===== config.mk =====
export PLATFORM = sky130hd
export DESIGN_NAME = sdiv_sat
export DESIGN_NICKNAME = d
export VERILOG_FILES = /design/src/hdl/sdiv_pkg.sv /design/src/hdl/sdiv_sat.sv
export SDC_FILE = /design/constraint.sdc
export NUM_CORES = 1
export LEC_CHECK = 0
export ABC_AREA = 1
export BUFFER_PORTS_ARGS = -buffer_cell sky130_fd_sc_hd__buf_4
export CORE_MARGIN = 10
export CORE_UTILIZATION = 47
export CTS_BUF_LIST = sky130_fd_sc_hd__clkbuf_4 sky130_fd_sc_hd__clkbuf_8 sky130_fd_sc_hd__clkbuf_16
export CTS_CLUSTER_SIZE = 24
export DETAILED_ROUTE_END_ITERATION = 10
export GPL_TIMING_DRIVEN = 0
export PLACE_DENSITY = 0.92
export SLEW_MARGIN = 40
export SYNTH_ARGS = -nofsm -noshare
export SYNTH_HDL_FRONTEND = slang
export SYNTH_SLANG_ARGS = --single-unit

===== constraint.sdc =====
create_clock -name clock -period 3.9 [get_ports clock]
set_input_delay 0.195 -clock clock [delete_from_list [all_inputs] [get_ports clock]]
set_output_delay 0.195 -clock clock [all_outputs]
set_load 0.05 [all_outputs]

===== src/hdl/sdiv_pkg.sv =====
`timescale 1ns / 1ps
package sdiv_pkg;
   localparam int DIVIDEND_W = 64;
   localparam int DIVISOR_W  = 32;
   localparam int QUOTIENT_W = 32;
   localparam int NUM_CELLS  = QUOTIENT_W;
   localparam int REQ_DATA_W = DIVIDEND_W + DIVISOR_W;

   localparam logic [QUOTIENT_W-1:0] POS_MAX = 32'h7FFF_FFFF;
   localparam logic [QUOTIENT_W-1:0] NEG_MIN = 32'h8000_0000;

   typedef struct packed {
      logic                  neg;
      logic [DIVISOR_W-1:0]  rem;
      logic [QUOTIENT_W-1:0] lo;
      logic [DIVISOR_W-1:0]  bmag;
   } sdiv_stage_type;
endpackage


===== src/hdl/sdiv_sat.sv =====
`timescale 1ns / 1ps
module sdiv_sat (
   input  logic                                  clock,
   input  logic                                  reset,
   input  logic                                  in_valid,
   output logic                                  in_ready,
   input  sdiv_pkg::sdiv_stage_type              in_data,
   output logic                                  out_valid,
   input  logic                                  out_ready,
   output logic signed [sdiv_pkg::QUOTIENT_W-1:0] quotient
);
   import sdiv_pkg::*;

   logic                    valid_ff, valid_in;
   logic [QUOTIENT_W-1:0]   quot_ff, quot_in;
   logic                    load;

   assign in_ready = !valid_ff || out_ready;
   assign load     = in_valid && in_ready;

   // The top quotient bit marks a magnitude of 2^31 or more, a zero divisor included.
   always_comb begin
      if (in_data.lo[QUOTIENT_W-1]) begin
         quot_in = in_data.neg ? NEG_MIN : POS_MAX;
      end else if (in_data.neg) begin
         quot_in = ~in_data.lo + 32'd1;
      end else begin
         quot_in = in_data.lo;
      end
      valid_in = load || (valid_ff && !out_ready);
   end

   always_ff @(posedge clock) begin
      if (reset) begin
         valid_ff <= 1'b0;
      end else begin
         valid_ff <= valid_in;
      end
   end

   always_ff @(posedge clock) begin
      if (load) begin
         quot_ff <= quot_in;
      end
   end

   assign out_valid = valid_ff;
   assign quotient  = quot_ff;
endmodule


# After elaboration in Yosys (flattened, before gate mapping)
# Index checks and enable logic that the tools add are counted.
totals:
  regBits: 33
  in_bits: 101
  out_inout_bits: 34
op_classes:
  n_addsub: 1
  mux: 3
  bitwise_logic: 1
  reduce_logical: 6
ops:
  columns: ["operator", "count"]
  rows:
  - ["2-to-1 mux 32 bit", 3]
  - ["adder 32 x 1 -> 32 bit (second input constant)", 1]
  - ["NOT 32 bit", 1]
  - ["logical AND 1 bit", 2]
  - ["zero test 1 bit", 2]
  - ["logical OR 1 bit", 2]

# Depth between registers and ports, before layout
# Gate-level depths: netlist of the first run.
depth:
  depth_word: 4
  depth_mapped: 10
  mapped_depth_nobuf: 10

# Least setup slack after synthesis of the first run
# Ideal clock, no wire load.
synth_timing:
  path_type: "reg2reg"
  startpoint: "register valid_ff, in the netlist out_valid"
  endpoint: "register quot_ff[0], in the netlist quotient[0], enable pin"
  t_arrival_ps: 2161
  path_slack_ps: 1308
  stages_incl_launch_ff: 2
  path_buffers: 0
  synth_period_minus_slack_ps: 2592
  cell_sequence: "dfxtp_1 a21oi_1"
synth_via:
  elab_chain_len: 3
synth_lines:
  columns: ["item", "line_no", "rtl"]
  rows:
  - ["from (decl)", "sdiv_sat.sv:14", "logic valid_ff, valid_in;"]
  - ["from (signal assigned)", "sdiv_sat.sv:37", "valid_ff <= valid_in;"]
  - ["zero test 1 bit", "sdiv_sat.sv:18", "assign in_ready = !valid_ff || out_ready;"]
  - ["logical OR 1 bit", "sdiv_sat.sv:18", null]
  - ["logical AND 1 bit", "sdiv_sat.sv:19", "assign load = in_valid && in_ready;"]
  - ["via load", "sdiv_sat.sv:16", "logic load;"]
  - ["to (signal assigned)", "sdiv_sat.sv:43", "quot_ff <= quot_in;"]
  - ["to (decl)", "sdiv_sat.sv:15", "logic [QUOTIENT_W-1:0] quot_ff, quot_in;"]
# The timed path passes the listed nets, and every way through them passes these cells.
# A chain may end at the register's enable or synchronous reset.

# Worst setup path after layout of the first run
layout_timing:
  startpoint: "input port in_data[32] (netlist name)"
  endpoint: "register quot_ff[30], in the netlist quotient[30], data pin"
layout_via:
  elab_chain_len: 4
layout_lines:
  columns: ["item", "line_no", "rtl"]
  rows:
  - ["from (decl)", "sdiv_sat.sv:7", "input sdiv_pkg::sdiv_stage_type in_data,"]
  - ["NOT 32 bit", "sdiv_sat.sv:26", "quot_in = ~in_data.lo + 32'd1;"]
  - ["adder 32 x 1 -> 32 bit", "sdiv_sat.sv:26", null]
  - ["2-to-1 mux 32 bit", "sdiv_sat.sv:25", "end else if (in_data.neg) begin"]
  - ["2-to-1 mux 32 bit", "sdiv_sat.sv:23", "if (in_data.lo[QUOTIENT_W-1]) begin"]
  - ["via quot_in[30]", "sdiv_sat.sv:15", null]
# The timed path passes the listed nets, and every way through them passes these cells.

==> reports/summary.log, run 1 <==
INFO  run_status     status=complete, no violations
INFO  sta            max_freq=710MHz
INFO  synth          synth_edf_count=32
INFO  route          dr.pass1.iters=5
INFO  floorplanning  core-area=4690um^2
INFO  sta            time_the_worst_path_needs_with_i_o_delays_and_setup=1.41ns
INFO  placement      gp_congestion=0.938
INFO  sta            tns=0ns
INFO  pwr            clkPwrFrac=25.7%
INFO  setup_path     timing.critical_path.arrival=1.45ns
INFO  sta            worst-slew-pin-transition=0.471ns
INFO  synth          seq_area_frac_synth=43.6%
INFO  synth          synth_compound_area_share=5.28%
INFO  setup_path     cp_max_fo=4
INFO  setup_path     ff2ff_path_depth=2
INFO  grt            use_met1=16.5%
INFO  clock_tree     number_of_cts_inserted_buffers=5
INFO  synth          yosys.cell_types.count=31
INFO  route          detail_route.wirelength=6.23mm
INFO  synth          synthXorXnorAreaFrac=6.17%
INFO  grt            grt_first_pass_wirelength=9.62mm
INFO  clock_tree     ctsHoldBuffers=0
INFO  route          vias=2197
INFO  placement      hpwlAfterDp=4.93mm
INFO  synth          largest_family_of_logic_cells_by_synthesized_area=simple AND/OR/NAND/NOR gates
INFO  min_path       worstHoldPathType=in2reg
INFO  clock_tree     cts_setup_buffers=0
INFO  pwr            power_frac_comb=30.6%
INFO  clock_tree     cts.root.buffer_cell=clkbuf_8
INFO  grt            grt_antenna_before_repair=0
INFO  route          route.detailed.vias_per_inst=5.17
INFO  final_layout   nets=472
INFO  route          detailedRoute.firstIterationViolations=207
INFO  floorplanning  chipHeight=89.2um
INFO  route          wl_per_cell=14.7um
INFO  synth          synthCells=293
INFO  placement      io_buffers=69
INFO  pwr            net-switching-power=0.335mW
INFO  setup_path     crit_path_start_kind=input port
INFO  clock_tree     path_clk_slew=0.07ns
INFO  clock_tree     clock_latency_on_the_worst_skew_pair=0.29ns
INFO  pwr            pwr-share-seq=43.8%
INFO  setup_path     critical_path_required=3.94ns
INFO  floorplanning  initial_core_util=48.0%
INFO  pwr            worst_ir_drop_vdd=0.000129V
INFO  floorplanning  rows=25
INFO  synth          postSynth.asyncResetShare=0%
INFO  floorplanning  die_area=7960um^2
INFO  synth          synth_ff_type=edfxtp_1
INFO  clock_tree     clock_tree.htree_level_count=2
INFO  final_layout   most_common_library_cell_in_the_layout_ignoring_fill_and_taps=nand2_1
INFO  grt            gr_util_met3=3.19%
INFO  job            max-cap-violations=0
INFO  grt            globalRouteOverflowTotal=0
INFO  grt            grt_pass1_vias=2119
INFO  synth          synth-warning-count=0
INFO  setup_path     crit-reg2reg-capture=quotient[5]
INFO  synth          synth-simple-area-share=37.4%
INFO  floorplanning  fp.dieW=89.2um
INFO  min_path       startpoint_of_the_lowest_slack_hold_path=reset
INFO  synth          post_synth.cell_area_avg=7.69um^2
INFO  route          antenna_violating_nets_post_route=0
INFO  sta            slew_violations=0
INFO  sta            timing.hold.ws=0.0551ns
INFO  final_layout   num_antenna_cells=0
INFO  final_layout   mostFrequentLayoutCells=nand2_1 (77), buf_4 (72), nor2_1 (67), edfxtp_1 (32), inv_1 (27)
INFO  pwr            switching_share=33.9%
INFO  route          drc_errors=0
INFO  setup_path     r2r-start=out_valid
INFO  setup_path     worst_setup_slack_for_register_to_register_paths=2.57ns
INFO  grt            global_route.usage.total=15.4%
INFO  floorplanning  io_pins=135
INFO  final_layout   flow.area_growth_from_synthesis=31.0%
INFO  clock_tree     cts_max_path_buffers=2
INFO  grt            grt_start_max_net_pins=22
INFO  grt            globalRouteMet2Util=29.2%
INFO  setup_path     worstSetupPathType=in2reg
INFO  sta            final-hold-violation-count=0
INFO  synth          ys_seq_elements=33
INFO  synth          syn_area=2250um^2
INFO  min_path       min_delay_path_depth=2
INFO  clock_tree     cts_resized=0
INFO  sta            max-slew-margin-rel=68.5%
INFO  synth          synth-adder-area-share=0.556%
INFO  grt            top_usage_layer=met2
INFO  sta            rsz0062_at_grt=no
INFO  pwr            power-per-cell-area=334nW/um^2
INFO  pwr            power.total=0.987mW
INFO  synth          synth.area.mux_share=0%
INFO  sta            finClkSkew=0.00396ns
INFO  setup_path     timing.critical_path.to_type=flop
INFO  sta            setup-violations-final=0
INFO  min_path       hold_path_end=out_valid
INFO  final_layout   num-fill-cells=401
INFO  synth          syn-num-nets=395
INFO  final_layout   layout-drive-gt1-share=28.0%
INFO  pwr            internal_power=0.652mW
INFO  pwr            power.static_leakage=1.36nW
INFO  clock_tree     cts.sink_count=33
INFO  sta            fin_crit_sh=36.1%
INFO  clock_tree     cts_tree=done
-- logic make-up after synthesis --
kind of cell,after synthesis
buffers and inverters,38
DFF,33
xor gates and xnor gates,15
and+or+nand+nor,185
AOI/OAI and AO/OA,21
adders and majority gates,1
-- sequential cells by signal (all words and copies together), names as in the netlist --
signal and count:
out_valid 1, quotient 32
-- routing by layer --
layer	vias up	share of wire, %
met2	84	53
met5	-	0
li1	1095	-
met3	7	6.3
met1	1011	39
met4	0	1.6
-- power groups by stage --
| stage | clock, mW | combinational, mW | sequential, mW |
|---|---|---|---|
| global placement | 0 | 0.290 | 0.440 |
| finish | 0.254 | 0.302 | 0.432 |
| CTS | 0.255 | 0.302 | 0.432 |
| global route | 0.273 | 0.322 | 0.434 |
| floorplan | 0 | 0.0990 | 0.535 |
| detailed placement | 0 | 0.301 | 0.439 |
-- synth_stat cells (2+ instances only) --
cell       n  share of area, %
a21oi_1    6               1.3
buf_2      4              0.89
buf_4      3               1.0
edfxtp_1  32                43
inv_1     27               4.5
inv_2      4              0.67
nand2_1   77                13
nand2_2    2              0.56
nand3_1   19               4.2
nand3_4    3               2.3
nand3b_1   5               1.7
nor2_1    67                11
nor2_2     2              0.56
nor2_4     2               1.0
nor3_1     3              0.67
o21ai_0    7               1.6
o21ai_1    4              0.89
xnor2_1    6               2.3
xor2_1     8               3.1
-- final cells by class --
type,instances,area [um^2],area share (%)
clock buffer,6,76.3,2.59
tap,54,67.6,2.29
inverter,31,116,3.94
timing repair buffer,70,533,18.1
sequential,33,981,33.2
multi-input combinational,222,1120,38.1
buffer,7,42.5,1.44
clock inverter,2,10.0,0.339
-- worst max-delay path by stage --
stage,from,to
2_1_floorplan,out_valid,quotient[0]
3_3_place_gp,out_valid,quotient[0]
3_5_place_dp,in_data[32],quotient[26]
4_1_cts,in_data[32],quotient[26]
5_1_grt,in_data[32],quotient[24]
6_report,in_data[32],quotient[30]
-- worst max-delay path, stage by stage --
cell and delay [ns]:
buf_4 0.11, inv_1 0.12, ha_1 0.21, nand3_1 0.21, nand2_1 0.11, nand3_1 0.09, nor2_1 0.19, nand2_1 0.08
nand2_1 0.07, nand3_1 0.07
-- through the flow --
| stage | util [%] | instance area (um^2) | setup WS (ns) | cells |
|---|---|---|---|---|
| 2_1_floorplan | - | 2250 | 1.31 | 293 |
| 3_3_place_gp | 60.5 | 2840 | 1.04 | 416 |
| 3_5_place_dp | 61.0 | 2860 | 2.26 | 417 |
| 4_1_cts | 62.9 | 2950 | 2.56 | 425 |
| 5_1_grt | 62.9 | 2950 | 2.42 | 425 |
| 6_report | 62.9 | 2950 | 2.49 | 425 |
No activity file was read; power rests on OpenSTA's default activity.
==> run 2, diff against run 1 <==
Settings changed: CORE_UTILIZATION 47 to 40, PLACE_DENSITY 0.92 to 0.84.
Clock period 3.9 ns to 1.2 ns, I/O delays scaled along.
==> run 2 against run 1 <==
Compared with the run above:
- worst hold slack improved by 0.031 ns
- via count fell by 2.5%
- first-iteration DRC count fell by 10%
- die area rose by 13%
- non-clock buffer count rose by 6
- sequential power rose to 3.2 times the previous value
- wire length barely moved
- critical path depth fell by 1
- clock power rose to 3.3 times the previous value
- critical endpoint is now quotient[12]
- largest cell class unchanged
- largest power group unchanged
==> reports/summary.log, run 2 (synthesis gave the netlist of run 1 again) <==
INFO  run_status     status=complete, no violations
INFO  sta            slew_violations=0
INFO  floorplanning  io_pins=135
INFO  placement      dp.cells=435
INFO  placement      gp_congestion=0.882
INFO  sta            time_the_worst_path_needs_with_i_o_delays_and_setup=1.11ns
INFO  setup_path     slowest_stage=nor2_8
INFO  pwr            worst_ir_drop_vdd=0.000491V
INFO  final_layout   mostFrequentLayoutCells=nand2_1 (77), buf_4 (76), nor2_1 (67), edfxtp_1 (32), inv_1 (26)
INFO  final_layout   number_of_flip_flops_in_the_largest_register=32
INFO  floorplanning  rows=27
INFO  setup_path     critical_path_required=1.24ns
INFO  sta            max_freq=904MHz
INFO  job            max-cap-violations=0
INFO  final_layout   layout-drive-gt1-share=30.0%
INFO  sta            worst-slew-pin-transition=0.331ns
INFO  floorplanning  fp.dieW=95.0um
INFO  sta            max-slew-margin-rel=77.7%
INFO  setup_path     crit_path_start_kind=input port
INFO  final_layout   most_common_library_cell_in_the_layout_ignoring_fill_and_taps=nand2_1
INFO  clock_tree     clock_latency_on_the_worst_skew_pair=0.29ns
INFO  pwr            power-per-cell-area=1060nW/um^2
INFO  setup_path     critPathMostFrequentCell=buf_4
INFO  route          drc_errors=0
INFO  min_path       hold_path_end=out_valid
INFO  pwr            power.static_leakage=1.40nW
INFO  setup_path     timing.critical_path.to_type=flop
INFO  final_layout   num-fill-cells=519
INFO  final_layout   layoutNonFillerInstCount=449
INFO  grt            grt_start_max_net_pins=21
INFO  sta            tns=0ns
INFO  clock_tree     cts.sink_count=33
INFO  pwr            power.total=3.25mW
INFO  grt            grt_first_pass_wirelength=10.0mm
INFO  setup_path     worstSetupStartpoint=in_data[33]
INFO  floorplanning  die_area=9030um^2
INFO  final_layout   num_antenna_cells=0
INFO  final_layout   nets=478
INFO  min_path       min_delay_path_depth=4
INFO  floorplanning  chipHeight=95.0um
INFO  setup_path     worst_setup_slack_for_register_to_register_paths=0.14ns
INFO  route          detailedRoute.firstIterationViolations=186
INFO  sta            final-hold-violation-count=0
INFO  route          antenna_violating_nets_post_route=0
INFO  route          wl_per_cell=13.9um
INFO  final_layout   postLayoutCoreUtil=55.8%
INFO  route          vias=2142
INFO  grt            grt_antenna_before_repair=0
INFO  placement      io_buffers=69
INFO  min_path       worstHoldPathType=in2reg
INFO  min_path       startpoint_of_the_lowest_slack_hold_path=out_ready
INFO  final_layout   flow.area_growth_from_synthesis=35.6%
INFO  sta            setup-violations-final=0
INFO  floorplanning  initial_core_util=41.2%
INFO  floorplanning  core-area=5470um^2
INFO  setup_path     ff2ff_path_depth=2
INFO  clock_tree     cts.root.buffer_cell=clkbuf_8
INFO  route          detail_route.wirelength=6.23mm
INFO  clock_tree     number_of_cts_inserted_buffers=5
INFO  route          route.detailed.vias_per_inst=4.77
INFO  setup_path     worstSetupPathType=in2reg
INFO  clock_tree     cts_max_path_buffers=2
INFO  clock_tree     clock_tree.htree_level_count=2
INFO  sta            finClkSkew=0.00512ns
INFO  setup_path     cp_max_fo=7
INFO  sta            fin_crit_sh=92.2%
INFO  sta            timing.hold.ws=0.0858ns
INFO  setup_path     crit-reg2reg-capture=quotient[5]
INFO  placement      hpwlAfterDp=5.02mm
INFO  clock_tree     path_clk_slew=0.07ns
INFO  route          dr.pass1.iters=4
INFO  grt            global_route.usage.total=14.1%
INFO  setup_path     delay_of_the_slowest_cell_on_the_worst_path=0.17ns
INFO  setup_path     timing.critical_path.cells=buf_4 > inv_1 > ha_4 > nand4_1 > nand2_2 > nand3_4 > nor2_8 > buf_4 > xor2_2
INFO  grt            grt_pass1_vias=2155
INFO  setup_path     r2r-start=out_valid
INFO  setup_path     timing.critical_path.arrival=1.15ns
INFO  clock_tree     cts_tree=done
INFO  grt            globalRouteOverflowTotal=0
run 2: cell type report:
type | count | area (um^2) | share of cell area [%]
Buffer | 7 | 42.5 | 1.39
Tap cell | 72 | 90.1 | 2.95
Sequential cell | 33 | 985 | 32.2
Inverter | 31 | 116 | 3.81
Multi-Input combinational cell | 222 | 1140 | 37.4
Timing Repair Buffer | 76 | 593 | 19.4
Clock inverter | 2 | 10.0 | 0.328
Clock buffer | 6 | 76.3 | 2.50
run 2: through the flow:
stage	setup WS, ns	cell area [um^2]
CTS	0.0304	3010
detailed placement	-0.323	2890
global route	-0.00148	3050
global placement	-0.301	2880
finish	0.0938	3050
floorplan	-0.196	2270
run 2: power breakdown:
| part | internal, mW | switching (mW) |
|---|---|---|
| Clock | 0.424 | 0.420 |
| Combinational | 0.338 | 0.664 |
| Sequential | 1.38 | 0.0245 |
| Total | 2.14 | 1.11 |
run 2: worst max path at each step:
stage	end	cells after the start
6_report	quotient[12]	9
5_1_grt	quotient[22]	10
4_1_cts	quotient[18]	10
3_5_place_dp	quotient[26]	10
3_3_place_gp	quotient[0]	1
2_1_floorplan	quotient[0]	1
run 2: critical path: cells and delay by family:
| kind | cells | cell delay (ns) |
|---|---|---|
| AND/OR/NAND/NOR | 4 | 0.54 |
| adder cells (fa/ha/maj) | 1 | 0.15 |
| XOR/XNOR | 1 | 0.05 |
| buffers and inverters | 3 | 0.34 |
run 2: what timing repair did:
item	CTS	global route
pin swaps	1	2
endpoints found under the setup margin	21	8
hold buffers	1	0
setup buffers	1	4
resized for setup	1	3
hold endpoints to repair	1	0
run 2: per-layer routing:
metal,share of wire (%),track usage (%),vias to the layer above
li1,-,-,1102
met1,39,15.8,962
met2,51,24.1,66
met3,8.0,4.08,12
met4,2.2,6.61,0
met5,0,0,-
==> run 3, diff against run 2 <==
Settings changed: CORE_UTILIZATION 40 to 47, PLACE_DENSITY 0.84 to 0.92.
Clock period 1.2 ns to 1.32 ns, I/O delays scaled along.
==> run 3 against run 2 <==
Compared with the run above:
- global-route usage increased by 2.1 points
- critical endpoint is now quotient[26]
- first-iteration DRC count fell by 8.6%
- worst hold slack better by 0.0071 ns
- largest cell class unchanged
- sequential cell count did not move
- highest routed layer unchanged
- die area down 12%
==> reports/summary.log, run 3 (synthesis gave the netlist of run 1 again) <==
INFO  run_status     status=complete, no violations
INFO  sta            worst-slew-pin-transition=0.325ns
INFO  grt            grt_start_max_net_pins=22
INFO  clock_tree     cts.sink_count=33
INFO  floorplanning  die_area=7960um^2
INFO  final_layout   num-fill-cells=394
INFO  setup_path     worstSetupPathType=in2reg
INFO  placement      io_buffers=69
INFO  route          route.detailed.vias_per_inst=5.09
INFO  placement      gp_congestion=0.924
INFO  final_layout   number_of_flip_flops_in_the_largest_register=32
INFO  grt            grt_pass1_vias=2185
INFO  sta            setup-violations-final=0
INFO  setup_path     worstSetupEndpoint=quotient[26]
INFO  job            max-cap-violations=0
INFO  sta            finClkSkew=0.00913ns
INFO  sta            fin_crit_sh=92.0%
INFO  setup_path     timing.critical_path.arrival=1.27ns
INFO  clock_tree     cts_max_path_buffers=2
INFO  floorplanning  rows=25
INFO  setup_path     crit_path_start_kind=input port
INFO  sta            fin_ws=0.105ns
INFO  clock_tree     clock_tree.htree_level_count=2
INFO  grt            global_route.usage.total=16.2%
INFO  floorplanning  chipHeight=89.2um
INFO  sta            rsz0062_at_grt=no
INFO  final_layout   most_common_library_cell_in_the_layout_ignoring_fill_and_taps=nand2_1
INFO  final_layout   flow.area_growth_from_synthesis=32.6%
INFO  setup_path     ff2ff_path_depth=2
INFO  pwr            worst_ir_drop_vdd=0.000435V
INFO  clock_tree     clock_latency_on_the_worst_skew_pair=0.29ns
INFO  route          dr.pass1.iters=4
INFO  floorplanning  io_pins=135
INFO  setup_path     worstSetupStartpoint=in_data[32]
INFO  route          detail_route.wirelength=6.34mm
INFO  route          wl_per_cell=14.8um
INFO  floorplanning  initial_core_util=48.0%
INFO  setup_path     worst_setup_slack_for_register_to_register_paths=0.26ns
INFO  pwr            power.total=2.94mW
INFO  min_path       worstHoldPathType=in2reg
INFO  route          detailedRoute.firstIterationViolations=170
INFO  final_layout   postLayoutCoreUtil=63.6%
INFO  clock_tree     cts_tree=done
INFO  sta            max-slew-margin-rel=78.1%
INFO  sta            final-hold-violation-count=0
INFO  sta            time_the_worst_path_needs_with_i_o_delays_and_setup=1.21ns
INFO  grt            grt_first_pass_wirelength=9.86mm
INFO  grt            globalRouteOverflowTotal=0
INFO  final_layout   layout-drive-gt1-share=28.6%
INFO  sta            max_freq=823MHz
INFO  final_layout   nets=475
INFO  setup_path     critical_path_required=1.37ns
INFO  route          antenna_violating_nets_post_route=0
INFO  route          vias=2178
INFO  setup_path     r2r-start=out_valid
INFO  placement      place_ws=-0.173ns
INFO  clock_tree     path_clk_slew=0.07ns
INFO  setup_path     timing.critical_path.to_type=flop
INFO  final_layout   mostFrequentLayoutCells=nand2_1 (77), buf_4 (74), nor2_1 (67), edfxtp_1 (32), inv_1 (27)
INFO  final_layout   num_antenna_cells=0
INFO  floorplanning  core-area=4690um^2
INFO  grt            grt_antenna_before_repair=0
INFO  setup_path     cp_max_fo=4
INFO  clock_tree     cts.root.buffer_cell=clkbuf_8
INFO  route          drc_errors=0
INFO  clock_tree     number_of_cts_inserted_buffers=5
INFO  setup_path     crit-reg2reg-capture=quotient[31]
INFO  pwr            power.static_leakage=1.38nW
INFO  final_layout   multi_input_logic_area=1130um^2
INFO  final_layout   final-seq-area=985um^2
INFO  floorplanning  fp.dieW=89.2um
INFO  sta            slew_violations=0
INFO  placement      hpwlAfterDp=5.00mm
INFO  pwr            power-per-cell-area=986nW/um^2
[run 3: per-layer routing]
layer  wire, um  share of wire [%]  GRT usage, %  vias up
met1       2450                 39          16.4      985
li1           -                  -             -     1097
met3        412                6.5          3.83       17
met2       3270                 52          29.5       79
met4        198                3.1          9.68        0
met5          0                  0             0        -
[run 3: critical path, stage by stage]
cell and delay, ns:
buf_4 0.10, inv_1 0.11, ha_1 0.22, nand3_2 0.14, nor2_1 0.14, nand2_1 0.12, nor2_1 0.14, nand2_1 0.10
nand3_1 0.07, nand2_1 0.05
[run 3: worst min-delay path by stage]
stage / from / to / cells after the start
5_1_grt: in_valid / out_valid / 3
6_report: out_ready / out_valid / 4
2_1_floorplan: reset / out_valid / 1
4_1_cts: out_ready / out_valid / 4
3_3_place_gp: reset / out_valid / 2
3_5_place_dp: reset / out_valid / 2
[run 3: cell type report]
cell class	instances	share of cell area (%)
Clock buffer	7	2.81
Multi-Input combinational cell	222	37.8
Sequential cell	33	33.0
Clock inverter	1	0.126
Inverter	31	3.90
Buffer	7	1.42
Tap cell	54	2.26
Timing Repair Buffer	73	18.7
[run 3: per-stage QoR]
step / cell area (um^2) / setup TNS, ns / hold WS (ns) / cells
6_report: 2990 / 0 / 0.0929 / 428
3_5_place_dp: 2870 / -1.27 / 0.222 / 417
2_1_floorplan: 2270 / -2.43 / 0.125 / 293
4_1_cts: 2980 / 0 / 0.0933 / 428
3_3_place_gp: 2850 / -6.44 / 0.210 / 416
5_1_grt: 2990 / 0 / 0.123 / 428
[run 3: repair_timing]
action	CTS	global route
endpoints found under the hold margin	1	0
gates resized for setup	0	1
pin swaps	1	0
hold buffers	1	0
endpoints found under the setup margin	16	4
buffers inserted	2	0
[run 3: power breakdown]
part           total (mW)  leakage, nW  internal (mW)  switching, mW
Clock               0.769       0.0467          0.408          0.361
Combinational       0.899         1.01          0.295          0.603
Sequential           1.28        0.323           1.25         0.0231
